**config.mk**
```make
export PLATFORM = sky130hd
export DESIGN_NAME = dvr_regs
export DESIGN_NICKNAME = d
export VERILOG_FILES = /design/src/rtl/dvr_pkg.sv /design/src/rtl/dvr_regs.sv
export SDC_FILE = /design/constraint.sdc
export NUM_CORES = 1
export LEC_CHECK = 0
export BUFFER_PORTS_ARGS = -buffer_cell sky130_fd_sc_hd__buf_2
export CAP_MARGIN = 30
export CORE_UTILIZATION = 50
export DETAILED_ROUTE_END_ITERATION = 12
export GPL_TIMING_DRIVEN = 0
export PLACE_DENSITY = 0.82
export SETUP_SLACK_MARGIN = 0.02
export SLEW_MARGIN = 20
export SYNTH_ARGS = -nofsm -noshare
export SYNTH_HDL_FRONTEND = slang
export SYNTH_SLANG_ARGS = --single-unit
```
**constraint.sdc**
```tcl
create_clock -name i_clk -period 2 [get_ports i_clk]
set_input_delay 0.2 -clock i_clk [delete_from_list [all_inputs] [get_ports i_clk]]
set_output_delay 0.2 -clock i_clk [all_outputs]
set_load 0.005 [all_outputs]
```
**src/rtl/dvr_pkg.sv**
```systemverilog
// ----------------------------------------------------------------------------
// dvr_pkg
// Shared widths, register indexes, phase codes and types of the ramp core.
// ----------------------------------------------------------------------------
package dvr_pkg;

    // Field widths
    localparam int DIST_W  = 32;
    localparam int VEL_W   = 16;
    localparam int GAIN_W  = 16;
    localparam int MAXP_W  = 15;
    localparam int PHASE_W = 2;

    // APB port
    localparam int ADDR_W  = 5;
    localparam int DATA_W  = 32;
    localparam int IDX_W   = 3;

    // Datapath widths
    localparam int PROD_W     = DIST_W + GAIN_W;       // |T| * gain
    localparam int PEAK_SHIFT = 13;
    localparam int PEAK_W     = PROD_W - PEAK_SHIFT;   // peak magnitude
    localparam int COEF_W     = PEAK_W + 3;            // signed slope and offset
    localparam int HALF_W     = 18;
    localparam int AMAG_W     = 2 * HALF_W;            // slope magnitude
    localparam int BMAG_W     = DIST_W + 1;            // |2d|
    localparam int PP_W       = HALF_W + BMAG_W;       // one partial product
    localparam int DVD_W      = AMAG_W + BMAG_W;       // full dividend
    localparam int QUO_W      = 41;                    // quotient bits kept
    localparam int REM_W      = DIST_W;                // divider remainder
    localparam int SUM_W      = 46;                    // velocity before clamps

    // Register indexes
    localparam logic [IDX_W-1:0] REG_TOTAL_DISTANCE = 3'd0;
    localparam logic [IDX_W-1:0] REG_START_VELOCITY = 3'd1;
    localparam logic [IDX_W-1:0] REG_END_VELOCITY   = 3'd2;
    localparam logic [IDX_W-1:0] REG_ACCEL_GAIN     = 3'd3;
    localparam logic [IDX_W-1:0] REG_DECEL_GAIN     = 3'd4;
    localparam logic [IDX_W-1:0] REG_MAX_NEG_VEL    = 3'd5;
    localparam logic [IDX_W-1:0] REG_MAX_POS_VEL    = 3'd6;

    // Phase codes
    localparam logic [PHASE_W-1:0] PH_RISE  = 2'd0;
    localparam logic [PHASE_W-1:0] PH_FALL  = 2'd1;
    localparam logic [PHASE_W-1:0] PH_CREEP = 2'd2;
    localparam logic [PHASE_W-1:0] PH_ZERO  = 2'd3;

    // Creep velocity and minimum creep window, Q4.12 m/s
    localparam int MIN_CREEP_NEG = -410;
    localparam int MIN_CREEP_POS = 410;
    localparam int CREEP_STEP    = 410;

    typedef struct packed {
        logic signed [DIST_W-1:0] total_distance;
        logic signed [VEL_W-1:0]  start_velocity;
        logic signed [VEL_W-1:0]  end_velocity;
        logic [GAIN_W-1:0]        accel_gain;
        logic [GAIN_W-1:0]        decel_gain;
        logic signed [VEL_W-1:0]  max_negative_velocity;
        logic [MAXP_W-1:0]        max_positive_velocity;
    } t_cfg;

    // Data that rides alongside the division
    typedef struct packed {
        logic [PHASE_W-1:0]       phase;
        logic                     neg;
        logic signed [COEF_W-1:0] offset;
    } t_side;

endpackage

```
**src/rtl/dvr_regs.sv**
```systemverilog
// ----------------------------------------------------------------------------
// dvr_regs
// APB configuration registers of the ramp core.
// ----------------------------------------------------------------------------
module dvr_regs (
    input  logic                        i_clk,
    input  logic                        i_rst_n,
    input  logic                        psel,
    input  logic                        penable,
    input  logic                        pwrite,
    input  logic [dvr_pkg::ADDR_W-1:0]  paddr,
    input  logic [dvr_pkg::DATA_W-1:0]  pwdata,
    output logic [dvr_pkg::DATA_W-1:0]  prdata,
    output logic                        pready,
    output dvr_pkg::t_cfg               o_cfg
);
    import dvr_pkg::*;

    t_cfg             r_cfg;
    logic             w_wr;
    logic [IDX_W-1:0] w_idx;

    assign w_idx  = paddr[ADDR_W-1:2];
    assign w_wr   = psel && penable && pwrite;
    assign pready = 1'b1;
    assign o_cfg  = r_cfg;

    always_ff @(posedge i_clk) begin
        if (!i_rst_n) begin
            r_cfg.total_distance        <= '0;
            r_cfg.start_velocity        <= '0;
            r_cfg.end_velocity          <= '0;
            r_cfg.accel_gain            <= GAIN_W'(128);
            r_cfg.decel_gain            <= GAIN_W'(128);
            r_cfg.max_negative_velocity <= -VEL_W'(4096);
            r_cfg.max_positive_velocity <= MAXP_W'(4096);
        end else if (w_wr) begin
            case (w_idx)
                REG_TOTAL_DISTANCE: r_cfg.total_distance <= pwdata[DIST_W-1:0];
                REG_START_VELOCITY: r_cfg.start_velocity <= pwdata[VEL_W-1:0];
                REG_END_VELOCITY:   r_cfg.end_velocity   <= pwdata[VEL_W-1:0];
                REG_ACCEL_GAIN:     r_cfg.accel_gain     <= pwdata[GAIN_W-1:0];
                REG_DECEL_GAIN:     r_cfg.decel_gain     <= pwdata[GAIN_W-1:0];
                REG_MAX_NEG_VEL:    r_cfg.max_negative_velocity <= pwdata[VEL_W-1:0];
                REG_MAX_POS_VEL:    r_cfg.max_positive_velocity <= pwdata[MAXP_W-1:0];
                default: begin
                end
            endcase
        end
    end

    always_comb begin
        case (w_idx)
            REG_TOTAL_DISTANCE: prdata = r_cfg.total_distance;
            REG_START_VELOCITY: prdata = {{(DATA_W-VEL_W){r_cfg.start_velocity[VEL_W-1]}},
                                          r_cfg.start_velocity};
            REG_END_VELOCITY:   prdata = {{(DATA_W-VEL_W){r_cfg.end_velocity[VEL_W-1]}},
                                          r_cfg.end_velocity};
            REG_ACCEL_GAIN:     prdata = {{(DATA_W-GAIN_W){1'b0}}, r_cfg.accel_gain};
            REG_DECEL_GAIN:     prdata = {{(DATA_W-GAIN_W){1'b0}}, r_cfg.decel_gain};
            REG_MAX_NEG_VEL:    prdata = {{(DATA_W-VEL_W){r_cfg.max_negative_velocity[VEL_W-1]}},
                                          r_cfg.max_negative_velocity};
            REG_MAX_POS_VEL:    prdata = {{(DATA_W-MAXP_W){1'b0}}, r_cfg.max_positive_velocity};
            default:            prdata = '0;
        endcase
    end

endmodule

```
# Word level (Yosys, flattened, before mapping)
# Cells that the tools add are included.
word_totals:
  word_cells: 24
  output_inout_bits: 160
  reg_bits: 127
  input_bits: 42
classes:
  reduce_logical: 10
  mux: 1
  eq_ne: 6
op_table:
  columns: ["cell", "count"]
  rows:
  - ["32-bit case mux with 7 select lines", 1]
  - ["2-bit AND reduction", 7]
  - ["3-bit == test (second input constant)", 3]
  - ["3-bit by 2-bit == test with 1-bit output (second input constant)", 2]
  - ["3-bit by 1-bit == test with 1-bit output (second input constant)", 1]
  - ["3-bit zero test", 1]
  - ["1-bit logical AND", 2]

# Logic depth before layout (Yosys ltp)
logic_depth:
  ltp_word: 3
  mapped_depth: 6
  ltp_nobuf: 3

# Worst setup path after synthesis
# Ideal clock, no wire load.
synth_path:
  path_kind: "input port to output port"
  start: "in paddr[2] (netlist name)"
  end: "out prdata[0] (netlist name)"
  path_stages: 6
  path_slack_ns: 0.435
  t_arrival_ns: 1.365
  path_buffers: 3
  path_cell_list: "buf_4 buf_2 buf_2 mux2_2 a32oi_1 o211ai_1"
synth_between:
  elab_chain_cells: 2
  word_cells_on_any_way: 8
synth_rtl:
  columns: ["item", "line_no", "text"]
  rows:
  - ["from (decl)", "dvr_regs.sv:11", "input logic [dvr_pkg::ADDR_W-1:0] paddr,"]
  - ["3-bit == test (tied with other cells)", "dvr_regs.sv:53", "case (w_idx)"]
  - ["32-bit case mux with 7 select lines *", "dvr_regs.sv:53", null]
  - ["to (decl)", "dvr_regs.sv:13", "output logic [dvr_pkg::DATA_W-1:0] prdata,"]
# Every way passes the cells marked *; elsewhere a longest branch is shown, timed or not.

# Worst setup path after layout
layout_path:
  start: "in paddr[3] (netlist name)"
  end: "out prdata[5] (netlist name)"
# Same word-level chain as after synthesis.

==> metrics.csv <==
stage,metric,value,unit
sta,final setup violation count,0,
final_layout,"Core Util, Final",66.6,%
floorplan,die width,110,um
sta,final worst slack,0.0660,ns
power,Comb pwr share,7.1,%
sta,RSZ-0062 raised after global routing,false,
detailed_routing,WL/cell,19.9,um
clocking,CTS tree,done,
sta,Final Max Tran Viols,0,
sta,Tcrit/Tclk final,96.7,%
detailed_routing,drt first pass iters,4,
synth,synth unique cells,38,
clocking,clock transition at the registers of the reported paths,0.06,ns
critical_path,CP required,1.80,ns
synth,ranking of synthesized cells by area,"dfxtp_1 (44%), mux2i_1 (25%), nand2_1 (10%)",
outcome,outcome,"finished, final reports clean",
sta,post-route minimum period,1.93,ns
synth,Gate Count Post-Synth,601,
floorplan,Initial Utilization,51.1,%
detailed_routing,starting DRC count in detailed routing,409,
sta,Hold Fails Final Rpt,0,
sta,Rel. slew slack,50.9,%
placement,Post-Place Worst Slack,-0.107,ns
floorplan,DIE HEIGHT,110,um
detailed_routing,Antenna Nets Post-Route,0,
final_layout,Area Overhead vs Synth,30.3,%
detailed_routing,Post-Route WL,19.3,mm
final_layout,Nets,858,
synth,syn nets,643,
global_routing,number of antenna violations at the first check in global routing,0,
critical_path,reg2reg path depth,2,
min_path,Hold Path Depth,3,
synth,Synth top area share,43.5,%
power,clock power share,50.9,%
clocking,Clock Latency Late Sink,0.42,ns
power,Max VDD drop,0.000626,V
synth,sequential fraction of the synthesis area,43.5,%
flow_run,MaxCap Viol Count,0,
critical_path,kind of end point of the critical path,output port,
final_layout,Fillers,925,
synth,Yosys reg bits,127,
placement,Detail Placement HPWL,13.3,mm
clocking,Clock Tree Buf Depth,2,
power,Internal Power,4.67,mW
synth,Avg Synthesized Cell Area,9.71,um2
global_routing,largest net degree at the start of global routing,17,
sta,Setup Skew,0,ns
critical_path,"critical path fanouts, max",10,
synth,yosys warns,0,
sta,Fmax,0.517,GHz
power,LEAKAGE,3.61,nW
floorplan,FP Rows,39,
clocking,clock tree root driver cell,clkbuf_16,
synth,area of the mapped netlist,5840,um2
critical_path,kind of critical path,input port to output port,
final_layout,Largest register FFs,127,
placement,GP Congestion,0.821,
floorplan,I/O pins,202,
clocking,Num CTS Buffers,17,
power,Seq pwr share,42.0,%
critical_path,crit path DAT,1.73,ns
min_path,Hold Path Class,input port to flip-flop,
placement,IO buf count,196,
sta,measured slew at the worst slew-check pin,0.736,ns
detailed_routing,Residual DRC,0,
clocking,clock sinks,127,
global_routing,vias in the first global route,4993,
clocking,hold buffer count at cts,0,
global_routing,Tot GR Track Use,31.9,%
floorplan,Die ar.,12100,um2
floorplan,CORE AREA,11400,um2
power,P_sw,1.44,mW
final_layout,Antenna diodes,0,
clocking,H-Tree Level Count,4,
global_routing,grt total ovfl,0,
power,PD cells,804,nW/um2
detailed_routing,drt via density,5.63,
final_layout,layout cells sized above 1,33.1,%
synth,Synth area leader,dfxtp_1,
power,Switching Fraction,23.6,%
critical_path,Setup crit start kind,input port,
detailed_routing,Vias,5470,
global_routing,first-pass GRT wire length,27.9,mm
-- area by class of cell --
class	count	area, um2	share of cell area (%)
Inverter	4	15.0	0.197
Clock buffer	19	443	5.82
Sequential cell	127	2540	33.4
Tap cell	143	179	2.35
Multi-Input combinational cell	421	3030	39.8
Timing Repair Buffer	196	981	12.9
Buffer	49	273	3.58
Clock inverter	12	144	1.89
-- placed cells by master (no fill, tap or decap), drive strengths merged --
cell / netlist / routed
a2bb2oi: 8 / 8
clkbuf: 21 / 42
o21ai: 5 / 5
and4b: 1 / 1
nor2b: 5 / 5
nand3: 1 / 1
a21o: 16 / 16
o22ai: 7 / 7
nand4bb: 2 / 2
a32oi: 8 / 8
inv: 4 / 4
o211ai: 9 / 9
or4: 1 / 1
clkinv: 0 / 7
nor2: 5 / 5
nand4: 1 / 1
nor3b: 8 / 8
clkinvlp: 0 / 2
and3b: 1 / 1
a211o: 7 / 7
nand2: 162 / 162
o311ai: 4 / 4
buf: 28 / 222
bufinv: 0 / 3
mux2i: 144 / 144
conb: 1 / 1
dfxtp: 127 / 127
nand2b: 3 / 3
or2: 1 / 1
mux2: 15 / 15
nand4b: 2 / 2
nor4b: 1 / 1
nor3: 3 / 3
-- power groups by stage --
stage	Clock (mW)	Combinational [mW]	Sequential (mW)
detailed placement	0	0.420	2.62
global placement	0	0.417	2.62
finish	3.11	0.435	2.57
global route	3.23	0.466	2.57
floorplan	0	0.236	2.62
CTS	3.13	0.424	2.57
-- final timing paths --
kind           endpoint  startpoint  slack, ns
min reg2reg   o_cfg[74]   o_cfg[74]       0.47
max reg2reg   o_cfg[12]   o_cfg[12]       1.25
max           prdata[5]    paddr[3]       0.07
min          o_cfg[120]  pwdata[25]       0.02
-- routing by layer --
layer	global-route usage, %	part of all wire (%)	up-vias
li1	-	-	2525
met1	38.6	40	2579
met2	52.5	47	323
met3	9.17	9.9	43
met4	14.4	2.7	0
met5	0	0	-
-- timing repair --
| item | in CTS | in global routing |
|---|---|---|
| setup endpoints to repair | 8 | 16 |
| resized for setup | 3 | 8 |
| buffers inserted | 0 | 0 |
| cloned | 0 | 0 |
-- stage by stage --
step                      total power, mW  std cells  hold slack [ns]  TNS (ns)  instance area (um2)
after floorplan                      2.86        601            0.342         0                 5840
after global placement               3.04        940            0.447    -0.244                 7000
after detailed placement             3.04        940            0.457    -0.291                 7000
after CTS                            6.12        971           0.0131         0                 7590
after global routing                 6.27        971           0.0243         0                 7610
final                                6.11        971           0.0190         0                 7610
-- synth_stat cells (all sizes together) --
master   count
a32oi        8
nand3        1
a2bb2oi      8
nand2      162
inv          4
mux2i      144
conb         1
or2          1
nor2b        5
o311ai       4
clkbuf      21
buf         28
a21o        16
and4b        1
nor3         3
and3b        1
nor4b        1
a211o        7
nand4b       2
o22ai        7
nor2         5
mux2        15
dfxtp      127
nand4        1
nand2b       3
nand4bb      2
o21ai        5
o211ai       9
nor3b        8
or4          1
-- worst max-delay path, stage by stage --
cell	delay [ns]
buf_2	0.17
buf_4	0.22
buf_2	0.31
nand2_1	0.27
nor3b_1	0.29
a211o_1	0.15
buf_2	0.11
-- cell families (layout without fill, tap and decap cells) --
| family | Yosys count | in the layout | synth area share, % |
|---|---|---|---|
| buffers and inverters | 53 | 280 | 4.65 |
| muxes | 159 | 159 | 27.6 |
| and+or+nand+nor | 197 | 197 | 15.7 |
| other | 1 | 1 | 0.0642 |
| AOI/OAI and AO/OA | 64 | 64 | 8.44 |
| DFF | 127 | 127 | 43.5 |
Power figures use the tool's default switching activity.
