[config.mk]
export PLATFORM = sky130hd
export DESIGN_NAME = dvr_front
export DESIGN_NICKNAME = d
export VERILOG_FILES = /design/src/rtl/dvr_pkg.sv /design/src/rtl/dvr_front.sv
export SDC_FILE = /design/constraint.sdc
export NUM_CORES = 2
export LEC_CHECK = 0
export BUFFER_PORTS_ARGS = -buffer_cell sky130_fd_sc_hd__buf_4
export CAP_MARGIN = 5
export CORE_MARGIN = 3
export CORE_UTILIZATION = 65
export CTS_BUF_LIST = sky130_fd_sc_hd__clkbuf_4
export DETAILED_ROUTE_END_ITERATION = 10
export GPL_ROUTABILITY_DRIVEN = 0
export PLACE_DENSITY = 0.83
export SKIP_LAST_GASP = 1
export SYNTH_ARGS = -nofsm -noshare
export SYNTH_HDL_FRONTEND = slang
export SYNTH_SLANG_ARGS = --single-unit
[constraint.sdc]
create_clock -name i_clk -period 15.2 [get_ports i_clk]
set_input_delay 2.28 -clock i_clk [delete_from_list [all_inputs] [get_ports i_clk]]
set_output_delay 2.28 -clock i_clk [all_outputs]
set_load 0.02 [all_outputs]
[src/rtl/dvr_pkg.sv]
// ----------------------------------------------------------------------------
// dvr_pkg
// Shared widths, register indexes, phase codes and types of the ramp core.
// ----------------------------------------------------------------------------
package dvr_pkg;

    // Field widths
    localparam int DIST_W  = 32;
    localparam int VEL_W   = 16;
    localparam int GAIN_W  = 16;
    localparam int MAXP_W  = 15;
    localparam int PHASE_W = 2;

    // APB port
    localparam int ADDR_W  = 5;
    localparam int DATA_W  = 32;
    localparam int IDX_W   = 3;

    // Datapath widths
    localparam int PROD_W     = DIST_W + GAIN_W;       // |T| * gain
    localparam int PEAK_SHIFT = 13;
    localparam int PEAK_W     = PROD_W - PEAK_SHIFT;   // peak magnitude
    localparam int COEF_W     = PEAK_W + 3;            // signed slope and offset
    localparam int HALF_W     = 18;
    localparam int AMAG_W     = 2 * HALF_W;            // slope magnitude
    localparam int BMAG_W     = DIST_W + 1;            // |2d|
    localparam int PP_W       = HALF_W + BMAG_W;       // one partial product
    localparam int DVD_W      = AMAG_W + BMAG_W;       // full dividend
    localparam int QUO_W      = 41;                    // quotient bits kept
    localparam int REM_W      = DIST_W;                // divider remainder
    localparam int SUM_W      = 46;                    // velocity before clamps

    // Register indexes
    localparam logic [IDX_W-1:0] REG_TOTAL_DISTANCE = 3'd0;
    localparam logic [IDX_W-1:0] REG_START_VELOCITY = 3'd1;
    localparam logic [IDX_W-1:0] REG_END_VELOCITY   = 3'd2;
    localparam logic [IDX_W-1:0] REG_ACCEL_GAIN     = 3'd3;
    localparam logic [IDX_W-1:0] REG_DECEL_GAIN     = 3'd4;
    localparam logic [IDX_W-1:0] REG_MAX_NEG_VEL    = 3'd5;
    localparam logic [IDX_W-1:0] REG_MAX_POS_VEL    = 3'd6;

    // Phase codes
    localparam logic [PHASE_W-1:0] PH_RISE  = 2'd0;
    localparam logic [PHASE_W-1:0] PH_FALL  = 2'd1;
    localparam logic [PHASE_W-1:0] PH_CREEP = 2'd2;
    localparam logic [PHASE_W-1:0] PH_ZERO  = 2'd3;

    // Creep velocity and minimum creep window, Q4.12 m/s
    localparam int MIN_CREEP_NEG = -410;
    localparam int MIN_CREEP_POS = 410;
    localparam int CREEP_STEP    = 410;

    typedef struct packed {
        logic signed [DIST_W-1:0] total_distance;
        logic signed [VEL_W-1:0]  start_velocity;
        logic signed [VEL_W-1:0]  end_velocity;
        logic [GAIN_W-1:0]        accel_gain;
        logic [GAIN_W-1:0]        decel_gain;
        logic signed [VEL_W-1:0]  max_negative_velocity;
        logic [MAXP_W-1:0]        max_positive_velocity;
    } t_cfg;

    // Data that rides alongside the division
    typedef struct packed {
        logic [PHASE_W-1:0]       phase;
        logic                     neg;
        logic signed [COEF_W-1:0] offset;
    } t_side;

endpackage

[src/rtl/dvr_front.sv]
// ----------------------------------------------------------------------------
// dvr_front
// Side decision, peak velocity, slope and the split product with 2d.
// ----------------------------------------------------------------------------
module dvr_front (
    input  logic                              i_clk,
    input  logic                              i_rst_n,
    input  dvr_pkg::t_cfg                     i_cfg,
    input  logic [dvr_pkg::DIST_W-1:0]        i_tmag,
    input  logic                              i_adv,
    input  logic                              i_valid,
    input  logic signed [dvr_pkg::DIST_W-1:0] i_dist,
    output logic                              o_valid,
    output logic [dvr_pkg::DVD_W-1:0]         o_dvd,
    output dvr_pkg::t_side                    o_side
);
    import dvr_pkg::*;

    logic [3:0] r_vld;

    // Stage 1: side, gain select, |T| * gain
    logic [DIST_W-1:0]  w_dmag;
    logic               w_rise, w_tpos, w_tneg, w_dpos, w_dneg, w_zero;
    logic [GAIN_W-1:0]  w_gain;
    logic [PHASE_W-1:0] w_phase;
    logic [PROD_W-1:0]  r1_m;
    logic [BMAG_W-1:0]  r1_bmag;
    logic               r1_rise, r1_dneg;
    logic [PHASE_W-1:0] r1_phase;

    assign w_dmag = i_dist[DIST_W-1] ? DIST_W'(-i_dist) : DIST_W'(i_dist);
    assign w_rise = {w_dmag, 1'b0} <= {1'b0, i_tmag};
    assign w_gain = w_rise ? i_cfg.accel_gain : i_cfg.decel_gain;
    assign w_zero = i_cfg.total_distance == '0;
    assign w_tneg = i_cfg.total_distance[DIST_W-1];
    assign w_tpos = !w_tneg && !w_zero;
    assign w_dneg = i_dist[DIST_W-1];
    assign w_dpos = !w_dneg && (i_dist != '0);

    always_comb begin
        if (w_zero) begin
            w_phase = PH_ZERO;
        end else if ((w_dneg && w_tpos) || (w_dpos && w_tneg)) begin
            w_phase = PH_CREEP;
        end else if (w_rise) begin
            w_phase = PH_RISE;
        end else begin
            w_phase = PH_FALL;
        end
    end

    always_ff @(posedge i_clk) begin
        if (i_adv) begin
            r1_m     <= {{GAIN_W{1'b0}}, i_tmag} * {{DIST_W{1'b0}}, w_gain};
            r1_bmag  <= {w_dmag, 1'b0};
            r1_rise  <= w_rise;
            r1_dneg  <= w_dneg;
            r1_phase <= w_phase;
        end
    end

    // Stage 2: signed peak, slope and offset
    logic signed [COEF_W-1:0] w_peak, w_start, w_end, w_a, w_c;
    logic [AMAG_W-1:0]        r2_amag;
    logic [BMAG_W-1:0]        r2_bmag;
    t_side                    r2_side;

    always_comb begin
        w_peak  = {3'b000, r1_m[PROD_W-1:PEAK_SHIFT]};
        if (w_tneg) begin
            w_peak = -w_peak;
        end
        w_start = {{(COEF_W-VEL_W){i_cfg.start_velocity[VEL_W-1]}}, i_cfg.start_velocity};
        w_end   = {{(COEF_W-VEL_W){i_cfg.end_velocity[VEL_W-1]}}, i_cfg.end_velocity};
        if (r1_rise) begin
            w_a = w_peak - w_start;
            w_c = w_start;
        end else begin
            w_a = w_end - w_peak;
            w_c = (w_peak <<< 1) - w_end;
        end
    end

    always_ff @(posedge i_clk) begin
        if (i_adv) begin
            r2_amag        <= w_a[COEF_W-1] ? AMAG_W'(-w_a) : AMAG_W'(w_a);
            r2_bmag        <= r1_bmag;
            r2_side.phase  <= r1_phase;
            r2_side.neg    <= w_a[COEF_W-1] ^ r1_dneg ^ w_tneg;
            r2_side.offset <= w_c;
        end
    end

    // Stage 3: two partial products of |a| * |2d|
    logic [PP_W-1:0] r3_pp0, r3_pp1;
    t_side           r3_side;

    always_ff @(posedge i_clk) begin
        if (i_adv) begin
            r3_pp0  <= {{(PP_W-HALF_W){1'b0}}, r2_amag[HALF_W-1:0]}
                     * {{(PP_W-BMAG_W){1'b0}}, r2_bmag};
            r3_pp1  <= {{(PP_W-HALF_W){1'b0}}, r2_amag[AMAG_W-1:HALF_W]}
                     * {{(PP_W-BMAG_W){1'b0}}, r2_bmag};
            r3_side <= r2_side;
        end
    end

    // Stage 4: sum of the partial products
    logic [DVD_W-1:0] r4_dvd;
    t_side            r4_side;

    always_ff @(posedge i_clk) begin
        if (i_adv) begin
            r4_dvd  <= {{(DVD_W-PP_W){1'b0}}, r3_pp0} + {r3_pp1, {HALF_W{1'b0}}};
            r4_side <= r3_side;
        end
    end

    always_ff @(posedge i_clk) begin
        if (!i_rst_n) begin
            r_vld <= '0;
        end else if (i_adv) begin
            r_vld <= {r_vld[2:0], i_valid};
        end
    end

    assign o_valid = r_vld[3];
    assign o_dvd   = r4_dvd;
    assign o_side  = r4_side;

endmodule

After elaboration in Yosys (flattened, before gate mapping)
Cells that the tools add are included.

Output and inout port bits: 111. Bits of input ports: 195. Register bits after elaboration: 450. Logic and storage cells: 53.

Reductions and logical operators: 11. Add/subtract/negate cells: 7. Muxes and demuxes: 8. Bitwise gates (word level): 2. Multiply operators: 3. $lt $le $gt $ge: 1.

Operator list (count): $mux 38 (3); $mul 18x32->50 (2); $sub 38x16->38 (2); $add 51x69->69 (1); $mul 32x16->48 (1); $neg 35->38 (1); $sub 16x38->38 (1); $mux 36 (1); $neg 36->36 (1); $le 33x32->1 (1); $logic_not 32->1 (1); $mux 32 (1); $neg 32->32 (1); $reduce_bool 32->1 (1); $mux 16 (1); $logic_and 1x1->1 (4); $logic_not 1->1 (3); $mux 1 (2); $reduce_or 2->1 (1); $xor 1x1->1 (2); $logic_or 1x1->1 (1).

Logic depth before layout (Yosys ltp)
Depth in word-level cells: 6. Mapped depth: 45. Gate-level depth less buffers: 42.

Worst setup path before layout
No wires, ideal clock.

Path kind: input to register. From: in i_dist[5] (netlist name). To: reg r1_m[46] (data pin). Stages on the path: 39. Slack: 2748 ps. Library setup time: 262 ps. Required time: 14938 ps. Buffers on the path: 2. Data arrival time: 12190 ps. Cell sequence: or3_1 or2_2 or3_1 or3_1 or3_1 o31ai_1 xnor2_1 ha_1 nand4_1 nor3_1 a221oi_1 o211ai_1 o21ai_1 buf_2 mux2i_1 clkbuf_1 nor2_1 fa_1 [3 not listed] inv_1 fa_1 fa_1 inv_1 fa_1 inv_1 ha_1 a21o_1 a21o_1 a21oi_1 and3_1 a21oi_1 a221oi_1 o211ai_1 a221oi_2 nor2_1 o31ai_1 xnor2_1.

Word-level cells in the longest chain between the ends: 5.

RTL lines: start, declared (line dvr_front.sv:12) `input logic signed [dvr_pkg::DIST_W-1:0] i_dist,`; $neg 32->32 (line dvr_front.sv:31) `assign w_dmag = i_dist[DIST_W-1] ? DIST_W'(-i_dist) : DIST_W'(i_dist);`; $mux 32 (line dvr_front.sv:31); named net w_dmag[24] (line dvr_front.sv:22) `logic [DIST_W-1:0] w_dmag;`; $le 33x32->1 (line dvr_front.sv:32) `assign w_rise = {w_dmag, 1'b0} <= {1'b0, i_tmag};`; $mux 16 (line dvr_front.sv:33) `assign w_gain = w_rise ? i_cfg.accel_gain : i_cfg.decel_gain;`; $mul 32x16->48 (line dvr_front.sv:54) `r1_m <= {{GAIN_W{1'b0}}, i_tmag} * {{DIST_W{1'b0}}, w_gain};`; end signal, assigned (line dvr_front.sv:54); end, declared (line dvr_front.sv:26) `logic [PROD_W-1:0] r1_m;`.

The timed path passes the listed nets, and every way through them passes these cells. A chain may end at the register's enable or synchronous reset.

Worst setup path in the final report
Same ends and word-level chain as after synthesis.

==> impl_metrics.ini <==
[status]
status = complete, no violations

[hold_path]
worstHoldStart = r1_bmag[23]
worstHoldPathType = register to register

[clocking]
cts_hold_buf = 0
worstSkewPairLatency_ps = 1100
cts.sinks = 434
cts.htree.levels = 3
postCtsSetupRepairBufs = 0
clkSlewWorstSetupHoldPaths_ps = 70
clockBufferDepth = 3
cts_tree = yes
cts.repair.resized = 0
cts_root_buf = clkbuf_4
cts_buffers = 111

[worst_setup_path]
critPathMaxStageDelay_ps = 890
start_kind = primary input
crit_family = compound AO/OA/AOI/OAI gates
cp_max_fo = 19
cpMostUsedCell = fa_1
crit_start = i_dist[5]
crit_path_top_delay_cell = mux2i_2
crit_type = primary input to register
crit_required_ps = 16000
r2r_setup_slack_ps = 5860
r2r-start = r2_bmag[13]
critPathBufInv = 6
arrival_ps = 14470
end_kind = register

[finish]
area_growth_pct = 6.25
drive_above_1_share = 0.0730
fillers = 8399
final_net_count = 10300
multi_input_comb_area_sq_mm = 0.0553
register_area_sq_mm = 0.0130

[sta]
rsz0062_at_grt = no
finalSetupViolations = 0
clock_skew_ps = 72.1
setup-tns-final_ps = 0
tightest_slew_ps = 1200
min_period_ps = 13670
hold_viol = 0
slew_violations = 0
maxSlewHeadroom = 0.187
fmax_mhz = 73.1
timing.final.crit_share = 0.899

[global_routing]
grt_usage = 0.337
grt_pass1_wl_microns = 320000
grt_max_degree = 133
antenna_found_initial = 9
grt_pass1_vias = 63400
overflow = 0

[logic_synthesis]
synth_sequential_area_ratio = 0.172
yosys-mux-area-fraction = 0.00697
ys_warn_count = 0
ys_seq_elements = 434
syn_area_sq_mm = 0.0756
synth_cell_type_count = 89
synth_top_cell_by_area = fa_1
yosysTopAreaCellShare = 0.366
synth_top_family_by_area = adder cells
synth_xor_area_frac = 0.0384
synth_nets = 10200
synth-main-ff-cell = edfxtp_1
syn_inst = 8103
synth_edf_count = 430
postSynth.asyncResetShare = 0
yosys.area_share.simple = 0.149
syn_area_per_cell_sq_um = 9.33
synth.area.top_cells = fa_1 (37%), edfxtp_1 (17%), ha_1 (9.0%)
synth_compound_area_frac = 0.0814
yosys.area_share.adder = 0.455

[floorplan]
core_sq_mm = 0.115
die_y_microns = 347
die-width_microns = 347
rows = 124
start_util = 0.658
io_pins = 306
die_area_sq_mm = 0.120

[detailed_routing]
dr.pass1.iters = 6
drt_iter0_markers = 4964
wl_microns = 199000
viasPerCell = 6.00
vias = 58800
antenna_left = 0
drc = 0
post_drt_wl_per_cell_microns = 20.3

[run]
maxCapViolations = 0

[placement]
port_buffers = 273
dp_hpwl_microns = 151000
[synth_stat cells (51+ instances only)]
cell type,number
fa_1,1381
inv_1,1569
nand2b_1,56
clkbuf_1,345
edfxtp_1,430
and2_1,398
xor2_1,90
ha_1,541
o21ai_0,189
a21oi_1,261
nand3_1,63
nand2_1,1339
nor3_1,51
nor2_1,333
xnor2_1,238
a21o_1,132
nor2b_1,54
[cell usage in the layout (no fill, tap or decap), drive strengths merged, types with 33 or more instances in the layout]
| cell | n |
|---|---|
| a31oi | 36 |
| xnor2 | 239 |
| nand2b | 56 |
| o21ai | 195 |
| nand4 | 35 |
| o31ai | 33 |
| nor3 | 51 |
| nand3 | 63 |
| fa | 1381 |
| and2 | 400 |
| a21o | 132 |
| clkinv | 38 |
| o21bai | 42 |
| nand2 | 1339 |
| a21oi | 266 |
| nor2 | 334 |
| o21a | 46 |
| inv | 1574 |
| ha | 541 |
| edfxtp | 430 |
| xor2 | 90 |
| buf | 359 |
| or3 | 39 |
| nor2b | 54 |
| clkbuf | 153 |
[routing by layer]
metal / track usage / vias to the layer above / routed length [microns] / part of all wire
met5: 0 / - / 13 / 0.000065
met4: 0.204 / 2 / 13400 / 0.068
met3: 0.0907 / 1001 / 22300 / 0.11
met2: 0.558 / 3433 / 94900 / 0.48
met1: 0.395 / 28900 / 68100 / 0.34
li1: - / 25400 / - / -
[path summary, 6_finish.rpt]
check,end,cells after the start
worst max-delay path,r1_m[46],39
worst min-delay path,r2_bmag[23],0
worst min register to register,r2_bmag[23],0
worst max register to register,r3_pp1[49],22
[per-stage QoR]
stage,setup slack [ps],instance area (sq um),cells,utilization,hold slack (ps)
final,1530,80300,9802,0.699,393
after global routing,1230,80300,9801,0.699,412
after CTS,1960,80300,9795,0.699,411
after detailed placement,797,78800,9599,0.686,405
after global placement,1100,78800,9599,0.686,401
after floorplan,2750,75600,8103,-,400
[cell families (layout without fill, tap and decap cells)]
group,Yosys count,in the layout
buffers and inverters,1947,2127
other,1,8
AOI/OAI and AO/OA,950,950
muxes,50,50
and+or+nand+nor,2470,2470
xor gates and xnor gates,329,329
DFF,434,434
adders and majority gates,1922,1922
[worst register-to-register path: stages, from the launching register on]
cell	delay [ps]
edfxtp_1	800
buf_4	560
nand2_1	180
fa_1	620
fa_1	460
fa_1	570
fa_1	430
fa_1	510
inv_1	60
fa_1	430
ha_1	320
a21o_1	190
a21oi_1	180
o21ai_0	160
a2111oi_0	610
o21ai_0	190
a31oi_1	360
o31ai_1	280
o41ai_1	840
o21ai_0	390
a221oi_1	590
nor3_1	140
a311o_1	300
[layout make-up]
class                      count  area share
inverter                    1572      0.0736
sequential                   434       0.162
multi-input combinational   5722       0.688
clock buffer                 153      0.0143
clock inverter                43     0.00439
antenna                        7    0.000218
tap                         1512      0.0236
timing repair buffer         359      0.0338
[sequential cells by signal (all words and copies together) (netlist names), 32 cells and up]
register,count
r1_bmag,32
r2_bmag,32
r3_pp1,50
r1_m,35
r3_side,41
r3_pp0,50
o_side,41
o_dvd,68
r2_side,41
r2_amag,36
Power is left out: the tool's default activity adds up to more than one toggle a clock period on the data nets, which glitch-free logic cannot reach.
