<file path="src/rtl/dvr_pkg.sv">
// ----------------------------------------------------------------------------
// dvr_pkg
// Shared widths, register indexes, phase codes and types of the ramp core.
// ----------------------------------------------------------------------------
package dvr_pkg;

    // Field widths
    localparam int DIST_W  = 32;
    localparam int VEL_W   = 16;
    localparam int GAIN_W  = 16;
    localparam int MAXP_W  = 15;
    localparam int PHASE_W = 2;

    // APB port
    localparam int ADDR_W  = 5;
    localparam int DATA_W  = 32;
    localparam int IDX_W   = 3;

    // Datapath widths
    localparam int PROD_W     = DIST_W + GAIN_W;       // |T| * gain
    localparam int PEAK_SHIFT = 13;
    localparam int PEAK_W     = PROD_W - PEAK_SHIFT;   // peak magnitude
    localparam int COEF_W     = PEAK_W + 3;            // signed slope and offset
    localparam int HALF_W     = 18;
    localparam int AMAG_W     = 2 * HALF_W;            // slope magnitude
    localparam int BMAG_W     = DIST_W + 1;            // |2d|
    localparam int PP_W       = HALF_W + BMAG_W;       // one partial product
    localparam int DVD_W      = AMAG_W + BMAG_W;       // full dividend
    localparam int QUO_W      = 41;                    // quotient bits kept
    localparam int REM_W      = DIST_W;                // divider remainder
    localparam int SUM_W      = 46;                    // velocity before clamps

    // Register indexes
    localparam logic [IDX_W-1:0] REG_TOTAL_DISTANCE = 3'd0;
    localparam logic [IDX_W-1:0] REG_START_VELOCITY = 3'd1;
    localparam logic [IDX_W-1:0] REG_END_VELOCITY   = 3'd2;
    localparam logic [IDX_W-1:0] REG_ACCEL_GAIN     = 3'd3;
    localparam logic [IDX_W-1:0] REG_DECEL_GAIN     = 3'd4;
    localparam logic [IDX_W-1:0] REG_MAX_NEG_VEL    = 3'd5;
    localparam logic [IDX_W-1:0] REG_MAX_POS_VEL    = 3'd6;

    // Phase codes
    localparam logic [PHASE_W-1:0] PH_RISE  = 2'd0;
    localparam logic [PHASE_W-1:0] PH_FALL  = 2'd1;
    localparam logic [PHASE_W-1:0] PH_CREEP = 2'd2;
    localparam logic [PHASE_W-1:0] PH_ZERO  = 2'd3;

    // Creep velocity and minimum creep window, Q4.12 m/s
    localparam int MIN_CREEP_NEG = -410;
    localparam int MIN_CREEP_POS = 410;
    localparam int CREEP_STEP    = 410;

    typedef struct packed {
        logic signed [DIST_W-1:0] total_distance;
        logic signed [VEL_W-1:0]  start_velocity;
        logic signed [VEL_W-1:0]  end_velocity;
        logic [GAIN_W-1:0]        accel_gain;
        logic [GAIN_W-1:0]        decel_gain;
        logic signed [VEL_W-1:0]  max_negative_velocity;
        logic [MAXP_W-1:0]        max_positive_velocity;
    } t_cfg;

    // Data that rides alongside the division
    typedef struct packed {
        logic [PHASE_W-1:0]       phase;
        logic                     neg;
        logic signed [COEF_W-1:0] offset;
    } t_side;

endpackage

</file>
<file path="src/rtl/dvr_back.sv">
// ----------------------------------------------------------------------------
// dvr_back
// Offset add, creep override, creep window and limit clamps.
// ----------------------------------------------------------------------------
module dvr_back (
    input  logic                              i_clk,
    input  logic                              i_rst_n,
    input  dvr_pkg::t_cfg                     i_cfg,
    input  logic                              i_adv,
    input  logic                              i_valid,
    input  logic [dvr_pkg::QUO_W-1:0]         i_quo,
    input  logic                              i_sat,
    input  dvr_pkg::t_side                    i_side,
    output logic                              o_valid,
    output logic signed [dvr_pkg::VEL_W-1:0]  o_velocity,
    output logic [dvr_pkg::PHASE_W-1:0]       o_phase
);
    import dvr_pkg::*;

    logic [1:0] r_vld;

    // Stage A: signed quotient plus offset
    logic [QUO_W:0]          w_q;
    logic signed [SUM_W-1:0] w_qx, w_cx;
    logic signed [SUM_W-1:0] ra_sum;
    logic [PHASE_W-1:0]      ra_phase;

    assign w_q  = i_sat ? {1'b1, {QUO_W{1'b0}}} : {1'b0, i_quo};
    assign w_qx = {{(SUM_W-QUO_W-1){1'b0}}, w_q};
    assign w_cx = {{(SUM_W-COEF_W){i_side.offset[COEF_W-1]}}, i_side.offset};

    always_ff @(posedge i_clk) begin
        if (i_adv) begin
            ra_sum   <= i_side.neg ? w_cx - w_qx : w_cx + w_qx;
            ra_phase <= i_side.phase;
        end
    end

    // Stage B: special cases and clamps
    logic signed [SUM_W-1:0] w_v, w_maxp, w_maxn;
    logic                    w_tpos;
    logic signed [VEL_W-1:0] rb_vel;
    logic [PHASE_W-1:0]      rb_phase;

    assign w_tpos = !i_cfg.total_distance[DIST_W-1] && (i_cfg.total_distance != '0);
    assign w_maxp = {{(SUM_W-MAXP_W){1'b0}}, i_cfg.max_positive_velocity};
    assign w_maxn = {{(SUM_W-VEL_W){i_cfg.max_negative_velocity[VEL_W-1]}},
                     i_cfg.max_negative_velocity};

    always_comb begin
        w_v = ra_sum;
        if (ra_phase == PH_CREEP) begin
            w_v = w_tpos ? SUM_W'(CREEP_STEP) : -SUM_W'(CREEP_STEP);
        end
        if (w_v > SUM_W'(MIN_CREEP_NEG) && w_v < SUM_W'(MIN_CREEP_POS)) begin
            w_v = w_tpos ? SUM_W'(MIN_CREEP_POS) : SUM_W'(MIN_CREEP_NEG);
        end
        if (w_v > w_maxp) begin
            w_v = w_maxp;
        end
        if (w_v < w_maxn) begin
            w_v = w_maxn;
        end
        if (ra_phase == PH_ZERO) begin
            w_v = '0;
        end
    end

    always_ff @(posedge i_clk) begin
        if (i_adv) begin
            rb_vel   <= w_v[VEL_W-1:0];
            rb_phase <= ra_phase;
        end
    end

    always_ff @(posedge i_clk) begin
        if (!i_rst_n) begin
            r_vld <= '0;
        end else if (i_adv) begin
            r_vld <= {r_vld[0], i_valid};
        end
    end

    assign o_valid    = r_vld[1];
    assign o_velocity = rb_vel;
    assign o_phase    = rb_phase;

endmodule

</file>
<file path="config.mk">
export PLATFORM = sky130hd
export DESIGN_NAME = dvr_back
export DESIGN_NICKNAME = d
export VERILOG_FILES = /design/src/rtl/dvr_pkg.sv /design/src/rtl/dvr_back.sv
export SDC_FILE = /design/constraint.sdc
export NUM_CORES = 1
export LEC_CHECK = 0
export ABC_CLOCK_PERIOD_IN_PS = 6200
export BUFFER_PORTS_ARGS = -buffer_cell sky130_fd_sc_hd__buf_4
export CAP_MARGIN = 20
export CELL_PAD_IN_SITES_DETAIL_PLACEMENT = 0
export CELL_PAD_IN_SITES_GLOBAL_PLACEMENT = 2
export CORE_AREA = 10 10 182 184
export DETAILED_ROUTE_END_ITERATION = 10
export DIE_AREA = 0 0 192 194
export HOLD_SLACK_MARGIN = 0.08
export PLACE_DENSITY_LB_ADDON = 0.1
export SLEW_MARGIN = 20
export SYNTH_ARGS = -nofsm -noshare
export SYNTH_HDL_FRONTEND = slang
export SYNTH_SLANG_ARGS = --single-unit
</file>
<file path="constraint.sdc">
create_clock -name i_clk -period 6.2 [get_ports i_clk]
set_input_delay 0.62 -clock i_clk [delete_from_list [all_inputs] [get_ports i_clk]]
set_output_delay 0.62 -clock i_clk [all_outputs]
set_load 0.03 [all_outputs]
</file>
# Word level (Yosys, flattened, before mapping)

Index checks and enable logic that the tools add are counted.

Add/subtract/negate cells: 2
Multipliers: 0
Divide/modulo/power cells: 0
Order comparisons: 4
Equal/unequal tests: 2
Shifts and indexed selects: 0
Multiplexer cells: 7
Bitwise gates (word level): 0
Reductions and logical operators: 4

Operator list:

| operator                                                                           | count |
|---|---|
| 46-bit 2-to-1 mux                                                                  | 5 |
| 46-bit by 10-bit greater-than comparator with 1-bit output (second input constant) | 1 |
| 46-bit by 16-bit greater-than comparator with 1-bit output                         | 1 |
| 46-bit by 10-bit less-than comparator with 1-bit output (second input constant)    | 1 |
| 46-bit by 16-bit less-than comparator with 1-bit output                            | 1 |
| 38-bit by 43-bit adder with 44-bit output                                          | 1 |
| 38-bit by 43-bit subtractor with 44-bit output                                     | 1 |
| 42-bit 2-to-1 mux                                                                  | 1 |
| 32-bit nonzero test                                                                | 1 |
| 16-bit 2-to-1 mux                                                                  | 1 |
| 2-bit == test (second input constant)                                              | 2 |
| 1-bit logical AND                                                                  | 2 |
| 1-bit zero test                                                                    | 1 |

Bits in registers: 68
Latch bits: 0
Bits in writable memories: 0
ROM bits: 0
Input bits: 214
Output and inout bits: 19
Memories kept: 0

# Depth between registers and ports, before layout

Word-level depth: 11
Depth in mapped cells: 36
Depth with buffers taken out: 32

# Worst setup path after synthesis

OpenSTA, ideal clock, no wires.

Kind: register to register
Start point: register ra_sum[14]
End point: register rb_vel[0] (netlist: o_velocity[0]) (data pin)
Library setup time: 0.255 ns
Arrival time: 6.561 ns
Setup slack: -0.616 ns
Cell stages (with the launch flop): 35
Path buffers: 5
Period minus slack after synthesis: 6.816 ns
Cell sequence: edfxtp_1 > or4_1 > a2111oi_0 > a221o_2 > and2_1 > clkbuf_1 > buf_2 > nor2_1 > ha_1 > o21a_1 > o21a_1 > o21a_1 > o21a_1 > o21ai_0 > a21o_1 > a21oi_1 > nor3_1 > o31ai_1 > ha_1 > o21ai_4 > nor2b_1 > buf_2 > buf_2 > o21a_1 > ha_1 > a21o_1 > a21o_1 > a21o_1 > a21o_1 > a221o_1 > a31oi_1 > nor2_1 > o211ai_4 > buf_6 > o21ai_2

Longest elaborated chain between the ends: 8
Elaborated cells between the ends (all ways): 9
Those cells by class: order compare (4); mux (4); reduce/logical (1)

Ends and longest elaborated chain:

| what                                                                                                                                  | RTL line       | source |
|---|---|---|
| start: declaration                                                                                                                    | dvr_back.sv:25 | `logic signed [SUM_W-1:0] ra_sum;` |
| start signal: assignment                                                                                                              | dvr_back.sv:34 | `ra_sum <= i_side.neg ? w_cx - w_qx : w_cx + w_qx;` |
| 46-bit 2-to-1 mux (*)                                                                                                                 | dvr_back.sv:52 | `if (ra_phase == PH_CREEP) begin` |
| 46-bit by 10-bit greater-than comparator with 1-bit output or 46-bit by 10-bit less-than comparator with 1-bit output (tied branches) | dvr_back.sv:55 | `if (w_v > SUM_W'(MIN_CREEP_NEG) && w_v < SUM_W'(MIN_CREEP_POS)) begin` |
| 1-bit logical AND                                                                                                                     | dvr_back.sv:55 |  |
| 46-bit 2-to-1 mux (*)                                                                                                                 | dvr_back.sv:55 |  |
| 46-bit by 16-bit greater-than comparator with 1-bit output                                                                            | dvr_back.sv:58 | `if (w_v > w_maxp) begin` |
| 46-bit 2-to-1 mux (*)                                                                                                                 | dvr_back.sv:58 |  |
| 46-bit by 16-bit less-than comparator with 1-bit output                                                                               | dvr_back.sv:61 | `if (w_v < w_maxn) begin` |
| 16-bit 2-to-1 mux (*)                                                                                                                 | dvr_back.sv:61 |  |
| end signal: assignment                                                                                                                | dvr_back.sv:71 | `rb_vel <= w_v[VEL_W-1:0];` |
| end: declaration                                                                                                                      | dvr_back.sv:42 | `logic signed [VEL_W-1:0] rb_vel;` |

Mark *: on every way between the ends. The rest lies on a longest branch, timed or not.
A chain may end at the register's enable or synchronous reset.

# Final worst setup path

Start point: register ra_sum[39]
End point: register rb_vel[1] (netlist: o_velocity[1]) (data pin)

Same word-level chain as after synthesis.

==> metrics.txt <==
run status=finished, violations left; violated checks=negative setup slack; sequential-to-total area share from yosys stat=0.241; Post-CTS Hold Fix Bufs=0; number of nets produced by synthesis=between 1000 and 1500; worst setup slack before clock tree synthesis=-0.582 ns; PD cells=241 mW/mm2; vias per inst=between 4 and 5; TritonCTS clock tree=yes; area share of the largest cell type after synthesis=0.236; Die H=just under 200 um; Crit Path Class=flip-flop to flip-flop; antenna violation net count after detailed routing=0; maximum number of pins on one net before global-route repair=67; hold path startpoint=i_side[40]; WHS=around 0.46 ns; wire length of the first global-routing pass=roughly 43 mm; clock slew at reported path FFs=about 0.060 ns; number of nets at the end of the flow=between 1500 and 2000; crit-path leading delay family=compound AO/OA/AOI/OAI gates; placed cell count=approximately 1600; chip width=192 um; total length of routed wires=~27 mm; Crit path required time=roughly 6.3 ns; Slew HR=0.454; count of vias placed by the detailed router=roughly 8000; type of the worst min-delay path=input port to flip-flop; biggest area contributors in the synthesized netlist=sky130_fd_sc_hd__edfxtp_1 (24%), sky130_fd_sc_hd__ha_1 (16%), sky130_fd_sc_hd__o21a_1 (4.5%); initial core utilization=0.276; time the final worst path needs with I/O delays and setup=roughly 6.6 ns; max-cap viol count=0; multi-input logic area=0.00607 mm2; final weighted congestion in routability-driven placement=slightly above 0.8; kind of capture point of the worst setup path=flip-flop; count of flip-flops with a built-in enable after synthesis=64; combined flip-flop and latch cell area=0.00196 mm2; CP Buf/Inv Count=2; Crit-path slowest cell=sky130_fd_sc_hd__or4_1; setup slack, reg-to-reg=-0.37 ns; Post-Route Utilization=0.384; Setup Viol. Count Final=16; clock latency at the later pin of the worst-skew pair=~0.34 ns; initial detailed-routing violation count=300; area growth from synthesis to layout=39.0%; top fanout value on the critical path=7; Final period util=1.06; clock tree root buffer cell=sky130_fd_sc_hd__clkbuf_16; DIE AREA=between 0.03 and 0.04 mm2; final std cell area, no fill=0.0113 mm2; longest individual stage delay on the worst path=0.56 ns; PnR worst setup slack=-0.371 ns; sink count of the clock tree=66; pin slew with the least headroom to its limit=0.812 ns; maximum level of the CTS H-tree=3; data arrival time of the critical path=~6.7 ns; row count=63; number of synthesized register bits=66; layout cells sized above 1=0.301; mean instance size in the synthesized netlist=~8.3 um2; final setup TNS=-4.93 ns; IO Count=about 230; initial antenna violation count=0; category of the worst setup path launch point=flip-flop; leading cell type in the layout, fill and taps excluded=sky130_fd_sc_hd__buf_4; clock tree buffer depth=2; post-synth top area cell=sky130_fd_sc_hd__edfxtp_1; non-filler cells, final=~1600; most used cells in the layout excluding fill and tap cells=sky130_fd_sc_hd__buf_4 (285), sky130_fd_sc_hd__ha_1 (94), sky130_fd_sc_hd__nor2_1 (92); static leakage=5.06 nW; total CTS buffers=9; post-synthesis instance total=approximately 980; worst clock skew on the final layout=0.0132 ns; Overflow after GRT=0; WL/cell=about 16 um; post-DP HPWL=between 20 and 25 mm; Ys Warns=0; Cell variety after synth=71; pins over their slew limit=0; Max Fclk=~150 MHz; number of detailed-route iterations in the first pass=6; DRC violations left=0; async set or reset register ratio after synthesis=0; Pwr Total=between 2 and 3 mW; Core Region=~0.029 mm2; final hold violation count=0; area after detailed placement=0.0106 mm2; via count of the first global-routing pass=approximately 8000; worst-case vdd ir drop=about 0.13 mV; antenna diode count=0; launch point of the worst path=ra_sum[39]; RR Startpoint=ra_sum[39]; number of fill cells=around 3100; unrepaired setup endpoints after global routing=true; area of the mapped netlist=approximately 0.0081 mm2; Tot GR Track Use=0.142; leading register cell type out of synthesis=sky130_fd_sc_hd__edfxtp_1; quantity of I/O buffers inserted on ports=~170
==> layout make-up <==
cell class,instances,share of cell area
multi-input cells,833,0.537
repair buffers,293,0.202
flip-flops and latches,66,0.174
well taps,390,0.0432
clock buffers,9,0.0199
inverters,46,0.0153
clock inverters,7,0.00886
==> cells in the mapped netlist, types with 4 or more instances <==
master	count
sky130_fd_sc_hd__nand4_1	27
sky130_fd_sc_hd__nand2b_1	12
sky130_fd_sc_hd__o21ai_0	50
sky130_fd_sc_hd__xnor2_1	38
sky130_fd_sc_hd__a211o_1	4
sky130_fd_sc_hd__and2_1	11
sky130_fd_sc_hd__nand3_1	21
sky130_fd_sc_hd__a31oi_1	10
sky130_fd_sc_hd__nand3_2	10
sky130_fd_sc_hd__mux2i_1	11
sky130_fd_sc_hd__o21bai_1	4
sky130_fd_sc_hd__or2_2	5
sky130_fd_sc_hd__o21ai_2	10
sky130_fd_sc_hd__mux2_2	4
sky130_fd_sc_hd__o21a_1	49
sky130_fd_sc_hd__nor2_1	94
sky130_fd_sc_hd__edfxtp_1	64
sky130_fd_sc_hd__o211ai_1	11
sky130_fd_sc_hd__nor4_1	26
sky130_fd_sc_hd__xor2_1	22
sky130_fd_sc_hd__a211oi_1	9
sky130_fd_sc_hd__nor3_1	24
sky130_fd_sc_hd__buf_2	9
sky130_fd_sc_hd__o2111ai_1	5
sky130_fd_sc_hd__o31a_1	4
sky130_fd_sc_hd__buf_1	4
sky130_fd_sc_hd__a21oi_1	64
sky130_fd_sc_hd__a21o_1	48
sky130_fd_sc_hd__nor2b_1	27
sky130_fd_sc_hd__a31o_2	4
sky130_fd_sc_hd__ha_1	103
sky130_fd_sc_hd__clkbuf_1	16
sky130_fd_sc_hd__nand2_1	75
sky130_fd_sc_hd__inv_1	46
==> routing by layer <==
metal / vias up / routed length, um / track usage
met3: 15 / 1280 / 0.0290
met1: 3619 / 13300 / 0.192
met4: 0 / 318 / 0.0335
met2: 150 / 12200 / 0.227
met5: - / 0 / 0
li1: 4210 / - / -
==> logic make-up (layout without fill, tap and decap cells) <==
group	count (synthesis)	count (layout)	share of synthesized area
flops	66	66	0.241
fa+ha+maj	104	104	0.161
xor+xnor	60	60	0.0646
mux	16	16	0.0205
compound gates	307	307	0.259
simple gates	346	346	0.214
buf+inv	77	355	0.0392
==> power breakdown <==
part           switching (mW)  total (mW)  internal (mW)  leakage, nW
Sequential             0.0580       0.678          0.620        0.649
Combinational           0.738        1.48          0.747         4.25
Clock                   0.205       0.561          0.355        0.160
Total                    1.00        2.72           1.72         5.06
==> sequential cells by signal (all words and copies together), names as in the netlist <==
register / cells
ra_sum: 44
o_velocity: 16
o_phase: 2
r_vld: 2
ra_phase: 2
==> final timing paths <==
check	cells past startpoint	to
min	1	ra_phase[1]
min reg2reg	2	r_vld[0]
max reg2reg	33	o_velocity[1]
max	33	o_velocity[1]
==> repair_timing <==
| item | 4_1_cts | 5_1_grt |
|---|---|---|
| pin swaps | 8 | 21 |
| endpoints found under the hold margin | 0 | 0 |
| resized for setup | 23 | 16 |
| endpoints found under the setup margin | 16 | 16 |
| gates cloned | 1 | 1 |
| setup buffers | 9 | 4 |
Power figures use the tool's default switching activity.
